File: src/rtl/classless_route_option_decoder_defines.svh
// ----------------------------------------------------------------------------
// classless route option decoder assertion macros
// shared property shapes for the decoder modules
// ----------------------------------------------------------------------------
`ifndef CLASSLESS_ROUTE_OPTION_DECODER_DEFINES_SVH
`define CLASSLESS_ROUTE_OPTION_DECODER_DEFINES_SVH

// same-cycle implication
`define CROD_ASSERT_NOW(lbl, ante, cons, msg) \
    lbl: assert property (@(posedge clk) disable iff (!rst_n) (ante) |-> (cons)) \
        else $error(msg);

// next-cycle implication
`define CROD_ASSERT_NEXT(lbl, ante, cons, msg) \
    lbl: assert property (@(posedge clk) disable iff (!rst_n) (ante) |=> (cons)) \
        else $error(msg);

`endif

File: src/rtl/crod_pkg.sv
// ----------------------------------------------------------------------------
// crod_pkg
// types and constants shared by the classless route option decoder
// ----------------------------------------------------------------------------
`default_nettype none

package crod_pkg;

    localparam int unsigned AddrW      = 32;
    localparam int unsigned ByteW      = 8;
    localparam int unsigned PrefixW    = 6;
    localparam int unsigned CountW     = 3;
    localparam int unsigned StatusW    = 2;
    localparam logic [7:0]  MaxPrefix  = 8'd32;
    localparam logic [2:0]  GwBytes    = 3'd4;

    typedef enum logic [1:0] {
        PH_PREFIX = 2'd0,
        PH_DEST   = 2'd1,
        PH_GW     = 2'd2,
        PH_SKIP   = 2'd3
    } phase_t;

    typedef enum logic [StatusW-1:0] {
        ST_ROUTE   = 2'd0,
        ST_BAD_LEN = 2'd1,
        ST_TRUNC   = 2'd2
    } status_t;

    typedef struct packed {
        status_t             status;
        logic [AddrW-1:0]    dest;
        logic [PrefixW-1:0]  prefix;
        logic [AddrW-1:0]    gateway;
        logic                opt_end;
    } result_t;

endpackage

`default_nettype wire

File: src/rtl/crod_parser.sv
// ----------------------------------------------------------------------------
// crod_parser
// per-word entry parser: holds entry state and forms at most one result per word
// ----------------------------------------------------------------------------
`default_nettype none

`include "classless_route_option_decoder_defines.svh"

module crod_parser (
    input  wire logic                         clk,
    input  wire logic                         rst_n,
    input  wire logic                         step,
    input  wire logic [crod_pkg::ByteW-1:0]   data_byte,
    input  wire logic                         last_byte,
    output logic                              res_valid,
    output crod_pkg::result_t                 res
);

    crod_pkg::phase_t                 phase_reg, phase_next;
    logic [crod_pkg::PrefixW-1:0]     prefix_len_reg, prefix_len_next;
    logic [crod_pkg::CountW-1:0]      bytes_left_reg, bytes_left_next;
    logic [crod_pkg::AddrW-1:0]       dest_reg, dest_next;
    logic [crod_pkg::AddrW-1:0]       gw_reg, gw_next;

    logic                             bad_len;
    logic [crod_pkg::CountW-1:0]      new_count;
    logic [crod_pkg::CountW-1:0]      total;
    logic [crod_pkg::CountW-1:0]      left_dec;
    logic [1:0]                       idx;
    logic [crod_pkg::AddrW-1:0]       placed;
    logic [crod_pkg::AddrW-1:0]       gw_shift;
    logic [crod_pkg::PrefixW-1:0]     p_clamp;
    logic [crod_pkg::AddrW-1:0]       mask;

    assign bad_len   = data_byte > crod_pkg::MaxPrefix;
    assign new_count = data_byte[5:3] + crod_pkg::CountW'(|data_byte[2:0]);
    assign total     = prefix_len_reg[5:3] + crod_pkg::CountW'(|prefix_len_reg[2:0]);
    assign left_dec  = bytes_left_reg - 3'd1;
    assign idx       = 2'(total - bytes_left_reg);
    assign gw_shift  = {gw_reg[crod_pkg::AddrW-crod_pkg::ByteW-1:0], data_byte};
    assign p_clamp   = (prefix_len_reg > crod_pkg::PrefixW'(crod_pkg::MaxPrefix))
                     ? crod_pkg::PrefixW'(crod_pkg::MaxPrefix) : prefix_len_reg;
    assign mask      = ~({crod_pkg::AddrW{1'b1}} >> p_clamp);

    always_comb
    begin
        unique case (idx)
            2'd0:    placed = {data_byte, 24'd0};
            2'd1:    placed = {8'd0, data_byte, 16'd0};
            2'd2:    placed = {16'd0, data_byte, 8'd0};
            default: placed = {24'd0, data_byte};
        endcase
    end

    // next phase
    always_comb
    begin
        phase_next = phase_reg;
        unique case (phase_reg)
            crod_pkg::PH_PREFIX:
            begin
                if (bad_len)
                    phase_next = crod_pkg::PH_SKIP;
                else if (new_count == 3'd0)
                    phase_next = crod_pkg::PH_GW;
                else
                    phase_next = crod_pkg::PH_DEST;
            end
            crod_pkg::PH_DEST:
            begin
                if (left_dec == 3'd0)
                    phase_next = crod_pkg::PH_GW;
            end
            crod_pkg::PH_GW:
            begin
                if (left_dec == 3'd0)
                    phase_next = crod_pkg::PH_PREFIX;
            end
            default: phase_next = crod_pkg::PH_SKIP;
        endcase
        if (last_byte)
            phase_next = crod_pkg::PH_PREFIX;
    end

    // datapath and result
    always_comb
    begin
        prefix_len_next = prefix_len_reg;
        bytes_left_next = bytes_left_reg;
        dest_next       = dest_reg;
        gw_next         = gw_reg;
        res_valid       = 1'b0;
        res.status      = crod_pkg::ST_TRUNC;
        res.dest        = '0;
        res.prefix      = '0;
        res.gateway     = '0;
        res.opt_end     = last_byte;
        unique case (phase_reg)
            crod_pkg::PH_PREFIX:
            begin
                if (bad_len)
                begin
                    res_valid  = 1'b1;
                    res.status = crod_pkg::ST_BAD_LEN;
                end
                else
                begin
                    prefix_len_next = data_byte[crod_pkg::PrefixW-1:0];
                    dest_next       = '0;
                    gw_next         = '0;
                    bytes_left_next = (new_count == 3'd0) ? crod_pkg::GwBytes : new_count;
                    res_valid       = last_byte;
                end
            end
            crod_pkg::PH_DEST:
            begin
                dest_next       = dest_reg | placed;
                bytes_left_next = (left_dec == 3'd0) ? crod_pkg::GwBytes : left_dec;
                res_valid       = last_byte;
            end
            crod_pkg::PH_GW:
            begin
                gw_next         = gw_shift;
                bytes_left_next = left_dec;
                if (left_dec == 3'd0)
                begin
                    res_valid       = 1'b1;
                    res.status      = crod_pkg::ST_ROUTE;
                    res.dest        = dest_reg & mask;
                    res.prefix      = p_clamp;
                    res.gateway     = gw_shift;
                    dest_next       = '0;
                    gw_next         = '0;
                    prefix_len_next = '0;
                end
                else
                begin
                    res_valid = last_byte;
                end
            end
            default: ;
        endcase
        if (last_byte)
        begin
            prefix_len_next = '0;
            bytes_left_next = '0;
            dest_next       = '0;
            gw_next         = '0;
        end
    end

    always_ff @(posedge clk or negedge rst_n)
    begin
        if (!rst_n)
        begin
            phase_reg      <= crod_pkg::PH_PREFIX;
            prefix_len_reg <= '0;
            bytes_left_reg <= '0;
            dest_reg       <= '0;
            gw_reg         <= '0;
        end
        else if (step)
        begin
            phase_reg      <= phase_next;
            prefix_len_reg <= prefix_len_next;
            bytes_left_reg <= bytes_left_next;
            dest_reg       <= dest_next;
            gw_reg         <= gw_next;
        end
    end

    `CROD_ASSERT_NOW(a_err_fields_zero,
        res_valid && (res.status != crod_pkg::ST_ROUTE),
        (res.dest == '0) && (res.prefix == '0) && (res.gateway == '0),
        "error result carries nonzero fields")
    `CROD_ASSERT_NEXT(a_last_clears,
        step && last_byte,
        (phase_reg == crod_pkg::PH_PREFIX) && (bytes_left_reg == '0),
        "state not cleared after last word")
    `CROD_ASSERT_NEXT(a_skip_holds,
        step && !last_byte && (phase_reg == crod_pkg::PH_SKIP),
        phase_reg == crod_pkg::PH_SKIP,
        "left skip phase before option end")
    `CROD_ASSERT_NOW(a_prefix_range,
        phase_reg != crod_pkg::PH_SKIP,
        prefix_len_reg <= crod_pkg::PrefixW'(crod_pkg::MaxPrefix),
        "held prefix length above limit")

endmodule

`default_nettype wire

File: src/rtl/classless_route_option_decoder.sv
// ----------------------------------------------------------------------------
// classless_route_option_decoder
// decodes classless static route option bytes into routes and error words
// ----------------------------------------------------------------------------
//  channel   direction  handshake              payload
//  input     in         in_valid / in_ready    data_byte, last_byte
//  output    out        out_valid / out_ready  status, dest_address, prefix_bits,
//                                              gateway_address, option_end
//
// one input word per cycle while in_ready is high; a result appears on
// the output in the cycle after the word that causes it is taken
// the entry parser and one output register set the rate
// in_ready is high while the output register is empty or being drained
// asynchronous reset returns the parser to expecting a prefix length byte
// ----------------------------------------------------------------------------
`default_nettype none

`include "classless_route_option_decoder_defines.svh"

module classless_route_option_decoder (
    input  wire logic                           clk,
    input  wire logic                           rst_n,
    input  wire logic                           in_valid,
    output logic                                in_ready,
    input  wire logic [crod_pkg::ByteW-1:0]     data_byte,
    input  wire logic                           last_byte,
    output logic                                out_valid,
    input  wire logic                           out_ready,
    output logic [crod_pkg::StatusW-1:0]        status,
    output logic [crod_pkg::AddrW-1:0]          dest_address,
    output logic [crod_pkg::PrefixW-1:0]        prefix_bits,
    output logic [crod_pkg::AddrW-1:0]          gateway_address,
    output logic                                option_end
);

    logic               in_fire;
    logic               res_valid;
    crod_pkg::result_t  res;
    crod_pkg::result_t  out_reg;
    logic               out_valid_reg, out_valid_next;

    assign in_ready = !out_valid_reg || out_ready;
    assign in_fire  = in_valid && in_ready;

    crod_parser u_parser (
        .clk       (clk),
        .rst_n     (rst_n),
        .step      (in_fire),
        .data_byte (data_byte),
        .last_byte (last_byte),
        .res_valid (res_valid),
        .res       (res)
    );

    always_comb
    begin
        out_valid_next = out_valid_reg && !out_ready;
        if (in_fire && res_valid)
            out_valid_next = 1'b1;
    end

    always_ff @(posedge clk or negedge rst_n)
    begin
        if (!rst_n)
            out_valid_reg <= 1'b0;
        else
            out_valid_reg <= out_valid_next;
    end

    // result word
    always_ff @(posedge clk)
    begin
        if (in_fire && res_valid)
            out_reg <= res;
    end

    assign out_valid       = out_valid_reg;
    assign status          = out_reg.status;
    assign dest_address    = out_reg.dest;
    assign prefix_bits     = out_reg.prefix;
    assign gateway_address = out_reg.gateway;
    assign option_end      = out_reg.opt_end;

    `CROD_ASSERT_NOW(a_ready_when_empty,
        !out_valid_reg,
        in_ready,
        "input stalled with empty output register")
    `CROD_ASSERT_NEXT(a_result_loaded,
        in_fire && res_valid,
        out_valid_reg,
        "result word not presented")

endmodule

`default_nettype wire
File: config.mk
export PLATFORM = sky130hd
export DESIGN_NAME = classless_route_option_decoder
export DESIGN_NICKNAME = d
export VERILOG_FILES = /design/src/rtl/crod_pkg.sv /design/src/rtl/crod_parser.sv /design/src/rtl/classless_route_option_decoder.sv
export VERILOG_INCLUDE_DIRS = /design/src /design/src/rtl
export SDC_FILE = /design/constraint.sdc
export NUM_CORES = 1
export LEC_CHECK = 0
export CAP_MARGIN = 30
export CORE_ASPECT_RATIO = 1.5
export CORE_MARGIN = 10
export CORE_UTILIZATION = 45
export DETAILED_ROUTE_END_ITERATION = 6
export DONT_BUFFER_PORTS = 1
export MAX_ROUTING_LAYER = met4
export PLACE_DENSITY_LB_ADDON = 0.25
export SETUP_SLACK_MARGIN = 0.4
export SLEW_MARGIN = 30
export SYNTH_ARGS = -nofsm -noshare
export SYNTH_HDL_FRONTEND = slang
export SYNTH_SLANG_ARGS = --single-unit
File: constraint.sdc
create_clock -name clk -period 9 [get_ports clk]
set_input_delay 0.9 -clock clk [delete_from_list [all_inputs] [get_ports clk]]
set_output_delay 0.9 -clock clk [all_outputs]
set_load 0.1 [all_outputs]
# == Word level (Yosys, flattened, before mapping) ==
# Cells that the tools add are included.
# classes
n_addsub,4
n_lt_le_gt_ge,2
n_eq_ne,7
n_shift,1
mux,31
n_bitwise,3
reduce_logical,20
# ops
op,count
$pmux 32 s3,2
$mux 32,3
$mux 72,1
$mux 24,2
$pmux 24 s2,1
$and 32x32->32,1
$not 32->32,1
$or 32x32->32,1
$shr 32x6->32 const A,1
$mux 6,4
$mux 2,6
$mux 3,4
$pmux 6 s2,1
$pmux 3 s3,1
$reduce_and 3->1,3
$gt 8x6->1 const B,1
$reduce_and 4->1,2
$gt 6x6->1 const B,1
$logic_not 3->1,2
$ne 3x2->1 const B,2
$pmux 2 s3,1
$reduce_or 3->1,2
$eq 2x1->1 const B,2
$eq 2x2->1 const B,2
15 further kinds,21
# word_totals
ff_bits,141
input_bits,13
wordCells,79

# == Longest topological paths before layout ==
# Gate-level depths: netlist (run 1).
# depth
depth_word,8
mapped_depth,10
depth_no_buf,8

# == Cells and area by module ==
# Synthesis (run 1) repeated with hierarchy kept, for this count alone.
# unflattened
hier_cells,538
hier_area_um2,6314.8
# modules_own_cells
mod,instances,cells_per_inst,area_each_um2
crod_parser,1,459,4053.9
classless_route_option_decoder,1,79,2260.9

# == Worst setup path before layout (run 1) ==
# OpenSTA, ideal clock, no wires.
# synth_path
path_kind,register to register
startpoint,register out_valid_reg (netlist: out_valid)
endpoint,"register out_reg, in the netlist dest_address[0], enable pin"
setup_time_ps,594
arrival_ps,7024
required_ps,8406
setup_slack_ps,1382
path_stages_with_launch,5
period_less_slack_ps,7618
path_cell_list,dfrtp_1 nor2b_1 inv_1 nand2_1 nor3_1
# synth_between
elab_chain_cells,4
# synth_lines
element,line,text
"start, declared",classless_route_option_decoder.sv:40,"logic out_valid_reg, out_valid_next;"
"start signal, assigned",classless_route_option_decoder.sv:67,out_valid_reg <= out_valid_next;
$logic_not 1->1,classless_route_option_decoder.sv:42,assign in_ready = !out_valid_reg || out_ready;
$logic_or 1x1->1,classless_route_option_decoder.sv:42,
named net in_ready,classless_route_option_decoder.sv:24,"output logic in_ready,"
$logic_and 1x1->1,classless_route_option_decoder.sv:43,assign in_fire = in_valid && in_ready;
$logic_and 1x1->1,classless_route_option_decoder.sv:73,if (in_fire && res_valid)
"end signal, assigned",classless_route_option_decoder.sv:74,out_reg <= res;
"end, declared",classless_route_option_decoder.sv:39,crod_pkg::result_t out_reg;
# The timed path passes the listed nets, and every way through them passes these cells.
# A chain may end at the register's enable or synchronous reset.

# == Worst setup path after layout (run 1) ==
# layout_path
startpoint,register out_valid_reg (netlist: out_valid)
endpoint,"register out_reg, in the netlist dest_address[1], enable pin"
# The elaborated chain is that of the path after synthesis.

==> impl_metrics.tcl, run 1 <==
set metrics [dict create \
    grt_pass1_vias 4338 \
    cp.arrival_ns 3.58 \
    crit_required_ns 9.03 \
    initial_utilization_pct 45.6 \
    final_max_slew_viol_count 0 \
    diodes 0 \
    synth_top_area_share_pct 34.3 \
    vias 4387 \
    cts.clk_slew.worst_paths_ns 0.06 \
    ys_seq_area_share_pct 61.0 \
    ant_nets 0 \
    htreeDepth 4 \
    synthArstFlopShare_pct 48.2 \
    worst_slew_pin_slew_ns 0.932 \
    syn_to_final_growth_pct 12.8 \
    drc 0 \
    fillers 1232 \
    fin_hold_ws_ns 0.182 \
    via_per_inst 5.83 \
    rsz0062_at_grt "no" \
    drtIter0Drc 416 \
    synth_edf_count 73 \
    wl_per_cell_um 21.2 \
    setup_tns_ns 0 \
    fmax_ghz 0.282 \
    drt_first_pass_iters 5 \
    rows 53 \
    grt_max_degree 74 \
    grt_pass1_wl_um 25000 \
    root_buffer "clkbuf_16" \
    core_mm2 0.0140 \
    path_max_fanout 73 \
    yosysMostFrequentCell "nor2_1" \
    syn_nets 586 \
    wl_um 16000 \
    critPathLaunchType "register" \
    ctsResizeCount 0 \
    crit_path_end_kind "register" \
    status "finished clean" \
    yosysWarnings 0 \
    ys.flop_type "edfxtp_1" \
    crit_type "register to register" \
    cts_tree "yes" \
    crit_path_max_incr_delay_ns 0.74 \
    drive_above_1_share_pct 9.98 \
    instances_no_fill 753 \
    clockBufferDepth 2 \
    syn-cell-area_mm2 0.00638 \
    postSynthAreaPerCell_um2 11.3 \
    post-route-min-period_ns 3.54 \
    die_x_um 117 \
    ctsHoldBuffers 0 \
    cts_made_buffers 17 \
    antenna_found_initial 0 \
    place.gp.congestion 0.877 \
    io_pins 88 \
    synth.area.top_cells "edfxtp_1, dfrtp_1, nor2_1" \
    hpwlAfterDp_um 10700 \
    finalHoldViolCount 0 \
    drv_cap 0 \
    placedCellCount 721 \
    ys_types 54 \
    grtUsageTotal_pct 17.3 \
    cpMaxStageDelayCell "dfrtp_1" \
    fin_skew_ns 0.00854 \
    crit_chain "nor2b_1 -> inv_1 -> nand2_1 -> nor3_2 -> buf_4" \
    hold_path_class "primary input to asynchronous set/reset pin" \
    final_util_pct 51.5 \
    synth_top_area_cell "edfxtp_1" \
    ys_ff_latch 141 \
    finalSetupViolCount 0 \
    postSynthCellCount 563 \
    synth_common_cells "nor2_1, edfxtp_1, dfrtp_1" \
    nets 571 \
    relSlewSlack_pct 37.3 \
    grt_remaining_overflow 0 \
    cts.sinks 141 \
    post_cts_buffers 0 \
    die_area_mm2 0.0195 \
    insertion_delay_ns 0.41 \
    crit_buf_inv 2 \
    numPortBuffers 0 \
    fp.dieH_um 166 \
    crit_family "buffers and inverters" \
    post-route-period-util_pct 39.4 \
]
==> cell families (layout without fill, tap and decap cells) <==
family                     count (synthesis)  after routing  share of synthesized area (%)
buffers and inverters                     84             82                           5.31
muxes                                     25             25                           3.94
AOI/OAI and AO/OA                         93             93                           11.8
adders and majority gates                 10             10                           1.96
DFF                                      141            141                           61.0
xor gates and xnor gates                   6              6                          0.823
and+or+nand+nor                          204            204                           15.2
==> final timing paths <==
| path | from | end | slack [ns] | cells past startpoint |
|---|---|---|---|---|
| worst max-delay path | out_valid | dest_address[1] | 5.46 | 5 |
| worst min-delay path | rst_n | u_parser.gw_reg[11] | 0.18 | 0 |
| worst max register to register | out_valid | dest_address[1] | 5.46 | 5 |
| worst min register to register | u_parser.gw_reg[20] | u_parser.gw_reg[20] | 0.52 | 2 |
| max in group asynchronous | rst_n | u_parser.dest_reg[26] | 8.69 | 0 |
| min in group clk | u_parser.gw_reg[20] | u_parser.gw_reg[20] | 0.52 | 2 |
==> routing by layer <==
layer,wire (µm),vias to the layer above,global-route usage [%]
li1,-,2000,-
met1,6040,2151,19.1
met2,8560,204,28.7
met3,851,32,4.09
met4,515,0,7.55
met5,0,-,-
==> worst reg2reg max path: cells and delay by family (launching register included) <==
kind | cells | cell delay, ns
buffers and inverters | 2 | 1.41
DFF | 1 | 0.74
and+or+nand+nor | 3 | 0.95
==> per-stage QoR <==
stage / worst slack (ns) / cell area (µm²)
floorplan: 1.38 / 6380
global placement: 5.54 / 6530
finish: 5.46 / 7200
detailed placement: 5.46 / 6580
global route: 5.23 / 7200
CTS: 5.44 / 7200
==> final cells by class <==
cell class / count / area, µm² / area share [%]
Clock buffer: 18 / 429 / 5.96
Tap cell: 192 / 240 / 3.34
Inverter: 40 / 150 / 2.08
Clock inverter: 14 / 193 / 2.68
Timing Repair Buffer: 10 / 86.3 / 1.20
Sequential cell: 141 / 3890 / 54.1
Multi-Input combinational cell: 338 / 2210 / 30.7
==> placed cells by master, fill, tap and decap left out, types with 3 or more instances in the layout <==
cell,count
a21oi_1,14
a22o_1,6
a41oi_1,32
and2_1,10
and3_1,5
buf_4,7
buf_6,3
bufinv_16,4
clkbuf_16,17
clkinvlp_4,4
dfrtp_1,68
edfxtp_1,73
ha_1,10
inv_1,40
mux2i_1,24
nand2_1,36
nand3_1,4
nor2_1,78
nor2b_1,4
nor3_1,39
nor3b_1,7
o21ai_0,10
o311a_1,8
or3_1,4
xnor2_1,4
Power of run 1 is not shown: default switching activity piles up to over one toggle a cycle in this logic, so the estimate is an artifact.
==> run 2: changes to the inputs <==
ABC_AREA = 1   (was default)
clock period = 3.04 ns   (was 9 ns; I/O delays follow)
==> run 2 against run 1 <==
Worst hold slack lost 0.060 ns; die area up 4.0%; count of clock-buffer cells in the layout stayed put; first-iteration DRC count rose by 6.0%; worst setup slack got worse by 4.8 ns.
==> impl_metrics.tcl, run 2 <==
set metrics [dict create \
    synthArstFlopShare_pct 48.2 \
    cpMaxStageDelayCell "dfrtp_1" \
    grt_pass1_wl_um 27300 \
    finalHoldViolCount 0 \
    startpoint "u_parser.prefix_len_reg[3]" \
    crit_family "simple AND/OR/NAND/NOR gates" \
    nets 781 \
    clockBufferDepth 2 \
    crit_path_end_kind "register" \
    critical_path.endpoint "u_parser.dest_reg[15]" \
    fmax_ghz 0.417 \
    pwr-share-comb_pct 26.9 \
    synth_top_area_share_pct 32.8 \
    drtIter0Drc 441 \
    post-route-min-period_ns 2.40 \
    cts.clk_slew.worst_paths_ns 0.06 \
    synth_edf_count 73 \
    timing.rr.end "u_parser.dest_reg[15]" \
    leakagePower_nw 3.37 \
    fin_skew_ns 0.00841 \
    rsz0062_at_grt "no" \
    crit_chain "inv_1 -> ha_1 -> inv_1 -> ha_1 -> inv_1 -> nand2_1 -> nand2_1 -> nand2_2 -> nand2_4 -> nand3_1 -> nand2_1 -> nand3_1 -> nand2_1" \
    syn_to_final_growth_pct 12.7 \
    rows 54 \
    drive_above_1_share_pct 8.82 \
    r2r-start "u_parser.prefix_len_reg[3]" \
    synth_top_area_cell "edfxtp_1" \
    relSlewSlack_pct 37.1 \
    p_sw_mw 4.77 \
    cp_common_cell "nand2_1" \
    grt_pass1_vias 5126 \
    place_area_mm2 0.00686 \
    pwr_density_cell_mw_per_mm2 1240 \
    ant_nets 0 \
    critPathLaunchType "register" \
    die_x_um 120 \
    syn_nets 784 \
    diodes 0 \
    wl_per_cell_um 17.5 \
    ys_types 28 \
    place.gp.congestion 0.907 \
    p_total_mw 9.36 \
    cts.sinks 141 \
    synth_common_cells "nand2_1, nor2_1, inv_1" \
    wl_um 16900 \
    crit_cells 13 \
    switching_share_pct 51.0 \
    ff2ff_path_depth 13 \
    instances_no_fill 967 \
    worst_slew_pin_slew_ns 0.946 \
    numPortBuffers 0 \
    postSynthAreaPerCell_um2 8.79 \
    mostFrequentLayoutCells "nand2_1, nor2_1, inv_1" \
    cts_tree "yes" \
    synth.area.top_cells "edfxtp_1, dfrtp_1, nand2_1" \
    grt_remaining_overflow 0 \
    yosysMostFrequentCell "nand2_1" \
    hpwlAfterDp_um 11600 \
    crit_path_max_incr_delay_ns 0.48 \
    via_per_inst 5.29 \
    pwr-share-clk_pct 23.2 \
    power_frac_seq_pct 49.8 \
    path_max_fanout 17 \
    htreeDepth 4 \
    vias 5111 \
    drc 0 \
    placedCellCount 932 \
    post-route-period-util_pct 78.9 \
    grt_max_degree 69 \
    drv_cap 0 \
    reg2reg_slack_ns 0.64 \
    final_max_slew_viol_count 0 \
    cp.arrival_ns 2.75 \
    syn-cell-area_mm2 0.00669 \
    antenna_found_initial 0 \
    core_mm2 0.0146 \
    postSynthCellCount 761 \
    drt_first_pass_iters 5 \
    crit_type "register to register" \
    fin_hold_ws_ns 0.121 \
    worstHoldPathCells 2 \
    yosysWarnings 0 \
    crit_buf_inv 3 \
    insertion_delay_ns 0.42 \
    initial_utilization_pct 45.8 \
    io_pins 88 \
    die_area_mm2 0.0202 \
    hold_path_class "primary input to register" \
    layout_commonest_cell "nand2_1" \
    irDropWorstVdd_mv 0.592 \
    crit_required_ns 3.39 \
    fp.dieH_um 169 \
    internal_power_mw 4.58 \
    ys_seq_area_share_pct 58.2 \
    ys.flop_type "edfxtp_1" \
    root_buffer "clkbuf_16" \
    cts_made_buffers 17 \
    fin_area_mm2 0.00754 \
    ys_ff_latch 141 \
    status "finished clean" \
    setup_tns_ns 0 \
    grtUsageTotal_pct 17.6 \
    post_cts_buffers 0 \
    finalSetupViolCount 0 \
]
[run 2: changes by cell type after synthesis, sizes merged, moves of 16 or more]
cell,delta
mux2i,-24
clkbuf,-21
nand2,+165
nor3,-23
nor2,+31
inv,+57
a41oi,-32
nand3,+83
nand4,+16
[run 2: area by class of cell]
type | instances | area (µm²)
Clock buffer | 18 | 429
Clock inverter | 14 | 193
Tap cell | 196 | 245
Fill cell | 1366 | 7060
Timing Repair Buffer | 12 | 140
Inverter | 99 | 375
Multi-Input combinational cell | 487 | 2260
Sequential cell | 141 | 3900
[run 2: power groups by stage]
stage | Sequential, mW | Combinational (mW) | Clock (mW)
floorplan | 4.59 | 1.95 | 0
CTS | 4.67 | 2.48 | 2.22
global route | 4.72 | 2.78 | 2.31
global placement | 4.70 | 2.40 | 0
detailed placement | 4.70 | 2.43 | 0
finish | 4.66 | 2.52 | 2.18
[run 2: logic make-up (layout without fill, tap and decap cells)]
logic type | count (synthesis) | count (layout) | share of synthesized area (%)
XOR/XNOR | 2 | 2 | 0.262
flip-flops | 141 | 141 | 58.2
AO/OA/AOI/OAI | 42 | 42 | 3.76
AND/OR/NAND/NOR | 433 | 433 | 27.5
buffers and inverters | 133 | 143 | 8.42
adder cells (fa/ha/maj) | 10 | 10 | 1.87
[run 2: worst min-delay path by stage]
| stage | start | end | slack (ns) |
|---|---|---|---|
| 5_1_grt | data_byte[1] | u_parser.gw_reg[1] | 0.14 |
| 2_1_floorplan | rst_n | u_parser.bytes_left_reg[0] | 0.008 |
| 4_1_cts | last_byte | u_parser.bytes_left_reg[0] | 0.11 |
| 3_3_place_gp | rst_n | out_valid | 0.01 |
| 3_5_place_dp | rst_n | u_parser.phase_reg[1] | 0.01 |
| 6_report | data_byte[4] | gateway_address[4] | 0.12 |
[run 2: through the flow]
stage / worst slack, ns / util [%]
global placement: 0.648 / 47.0
CTS: 0.598 / 51.6
floorplan: 0.405 / -
finish: 0.641 / 51.7
global route: 0.484 / 51.7
detailed placement: 0.621 / 47.0
[run 2: layer usage]
| metal | track usage, % | wire, µm |
|---|---|---|
| met1 | 20.2 | 6590 |
| met2 | 27.8 | 8380 |
| met3 | 4.73 | 1350 |
| met4 | 8.89 | 616 |
| met5 | - | 0 |
[run 2: worst register-to-register path: stages (launching register included)]
cell and delay (ns):
dfrtp_1 0.48, inv_1 0.20, ha_1 0.31, inv_1 0.04
ha_1 0.23, inv_1 0.06, nand2_1 0.04, nand2_1 0.07
nand2_2 0.25, nand2_4 0.30, nand3_1 0.11, nand2_1 0.08
nand3_1 0.08, nand2_1 0.08
[run 2: timing repair]
action                                  in CTS  in global routing
hold buffers                                 3                  0
hold endpoints to repair                    69                  0
resized for setup                            0                  1
endpoints found under the setup margin       0                  4
Power figures use the tool's default switching activity.
==> run 3: changes to the inputs <==
clock period = 2.1 ns   (was 3.04 ns; I/O delays follow)
==> run 3 against run 2 <==
Worst setup slack got worse by 0.45 ns; first-iteration DRC count is 64% higher; the flow now finishes with violations (hold timing); clock skew is 0.0024 ns higher; flip-flop and latch count unchanged; worst hold slack worse by 0.63 ns; via count rose by 17%; critical endpoint is now dest_address[28]; total power is 75% higher; largest power group is now combinational logic; final area is 24% higher; non-clock buffer count grew 120; global-route usage increased by 1.9 points; register-to-register slack got worse by 0.45 ns.
==> impl_metrics.tcl, run 3 (synthesis results as in run 2) <==
set metrics [dict create \
    status "complete, but fails checks" \
    violations "hold timing" \
    instances_no_fill 1091 \
    wl_um 20900 \
    critPathLaunchType "register" \
    insertion_delay_ns 0.41 \
    layout_commonest_cell "nand2_1" \
    htreeDepth 4 \
    ctsHoldBuffers 1 \
    place.gp.congestion 0.976 \
    initial_utilization_pct 45.8 \
    crit_path_max_incr_delay_ns 0.43 \
    crit_path_end_kind "register" \
    clockBufferDepth 2 \
    drc 0 \
    relSlewSlack_pct 65.5 \
    drive_above_1_share_pct 31.4 \
    grt_pass1_wl_um 30500 \
    fin_hold_ws_ns -0.507 \
    grtUsageTotal_pct 19.5 \
    cp.arrival_ns 2.02 \
    grt_pass1_vias 5911 \
    place_ws_ns 0.0573 \
    fmax_ghz 0.524 \
    post-route-min-period_ns 1.91 \
    nets 905 \
    die_x_um 120 \
    mostFrequentLayoutCells "nand2_1, nor2_1, buf_4" \
    startpoint "u_parser.bytes_left_reg[1]" \
    path_max_fanout 18 \
    cts_made_buffers 17 \
    grt_max_degree 69 \
    antenna_found_initial 0 \
    placedCellCount 1015 \
    drt_first_pass_iters 5 \
    ant_nets 0 \
    diodes 0 \
    cpMaxStageDelayCell "dfrtp_1" \
    io_pins 88 \
    finalHoldViolCount 68 \
    rows 54 \
    cts_tree "yes" \
    crit_chain "inv_2 -> ha_4 -> inv_1 -> nand2_1 -> nand2_4 -> nand3_4 -> nand3_2 -> nand2_2 -> clkinvlp_4 -> buf_12 -> buf_12" \
    cts.sinks 141 \
    syn_to_final_growth_pct 39.8 \
    hold_path_class "primary input to asynchronous set/reset pin" \
    core_mm2 0.0146 \
    drtIter0Drc 722 \
    fp.dieH_um 169 \
    grt_remaining_overflow 0 \
    final_max_slew_viol_count 0 \
    final_util_pct 64.1 \
    numPortBuffers 0 \
    cts.clk_slew.worst_paths_ns 0.06 \
    leakagePower_nw 4.17 \
    r2r-start "u_parser.bytes_left_reg[1]" \
    irDropWorstVdd_mv 0.911 \
    worst_slew_pin_slew_ns 0.513 \
    hpwlAfterDp_um 12400 \
    root_buffer "clkbuf_16" \
    wl_per_cell_um 19.2 \
    ff2ff_path_depth 11 \
    fin_skew_ns 0.0108 \
    finalSetupViolCount 0 \
    rsz0062_at_grt "yes" \
    die_area_mm2 0.0202 \
    via_per_inst 5.49 \
    worst_slack_ns 0.192 \
    vias 5990 \
    cp_common_cell "buf_12" \
    crit_type "register to register" \
    drv_cap 0 \
    pwr_density_cell_mw_per_mm2 1750 \
    post-route-period-util_pct 90.9 \
    crit_required_ns 2.22 \
]
run 3: cell types whose count changed in the layout (fill, tap and decap cells not counted), sizes merged:
| cell | delta |
|---|---|
| buf | +115 |
| clkbuf | +10 |
| nand2 | +4 |
| bufinv | -3 |
| dlygate4sd3 | -1 |
| inv | -1 |
run 3: final timing paths:
kind | end | slack, ns
worst max-delay path | dest_address[28] | 0.19
min in group clk | gateway_address[4] | 0.04
worst min register to register | u_parser.dest_reg[17] | 0.47
worst max register to register | dest_address[28] | 0.19
max in group asynchronous | u_parser.dest_reg[30] | 2.42
worst min-delay path | u_parser.phase_reg[1] | -0.51
run 3: cell type report:
type	count	area, µm²
Clock buffer	22	464
Clock inverter	10	92.6
Fill cell	1116	5250
Inverter	99	400
Multi-Input combinational cell	491	2850
Sequential cell	141	3900
Tap cell	196	245
Timing Repair Buffer	132	1400
run 3: timing repair:
action,in CTS,in global routing
cloned,5,11
endpoints found under the setup margin,146,207
gates resized for setup,57,92
buffers inserted,19,8
pin swaps,4,17
endpoints found under the hold margin,69,68
run 3: power breakdown:
part	total, mW	switching (mW)	internal (mW)
combinational	9.53	6.64	2.89
sequential	4.02	0.364	3.66
clock	2.82	1.13	1.69
run 3: through the flow:
stage / instance area, µm² / total power [mW] / setup TNS (ns) / hold slack, ns
global route: 9350 / 17.0 / 0 / -0.530
global placement: 7570 / 11.1 / 0 / -0.0817
CTS: 8690 / 15.1 / 0 / -0.522
finish: 9350 / 16.4 / 0 / -0.507
floorplan: 6840 / 9.84 / -35.51 / -0.0856
detailed placement: 7570 / 11.3 / 0 / -0.0823
run 3: layer usage:
metal / track usage (%) / vias to the layer above / wire length [µm]
met5: - / - / 0
li1: - / 2719 / -
met3: 4.90 / 76 / 1730
met2: 33.2 / 328 / 10500
met1: 21.2 / 2867 / 7680
met4: 8.11 / 0 / 983
run 3: critical path: cells and delay by family, from the launching register on:
| family | cells | cell delay, ns |
|---|---|---|
| fa+ha+maj | 1 | 0.16 |
| flops | 1 | 0.43 |
| simple gates | 5 | 0.45 |
| buf+inv | 5 | 0.56 |
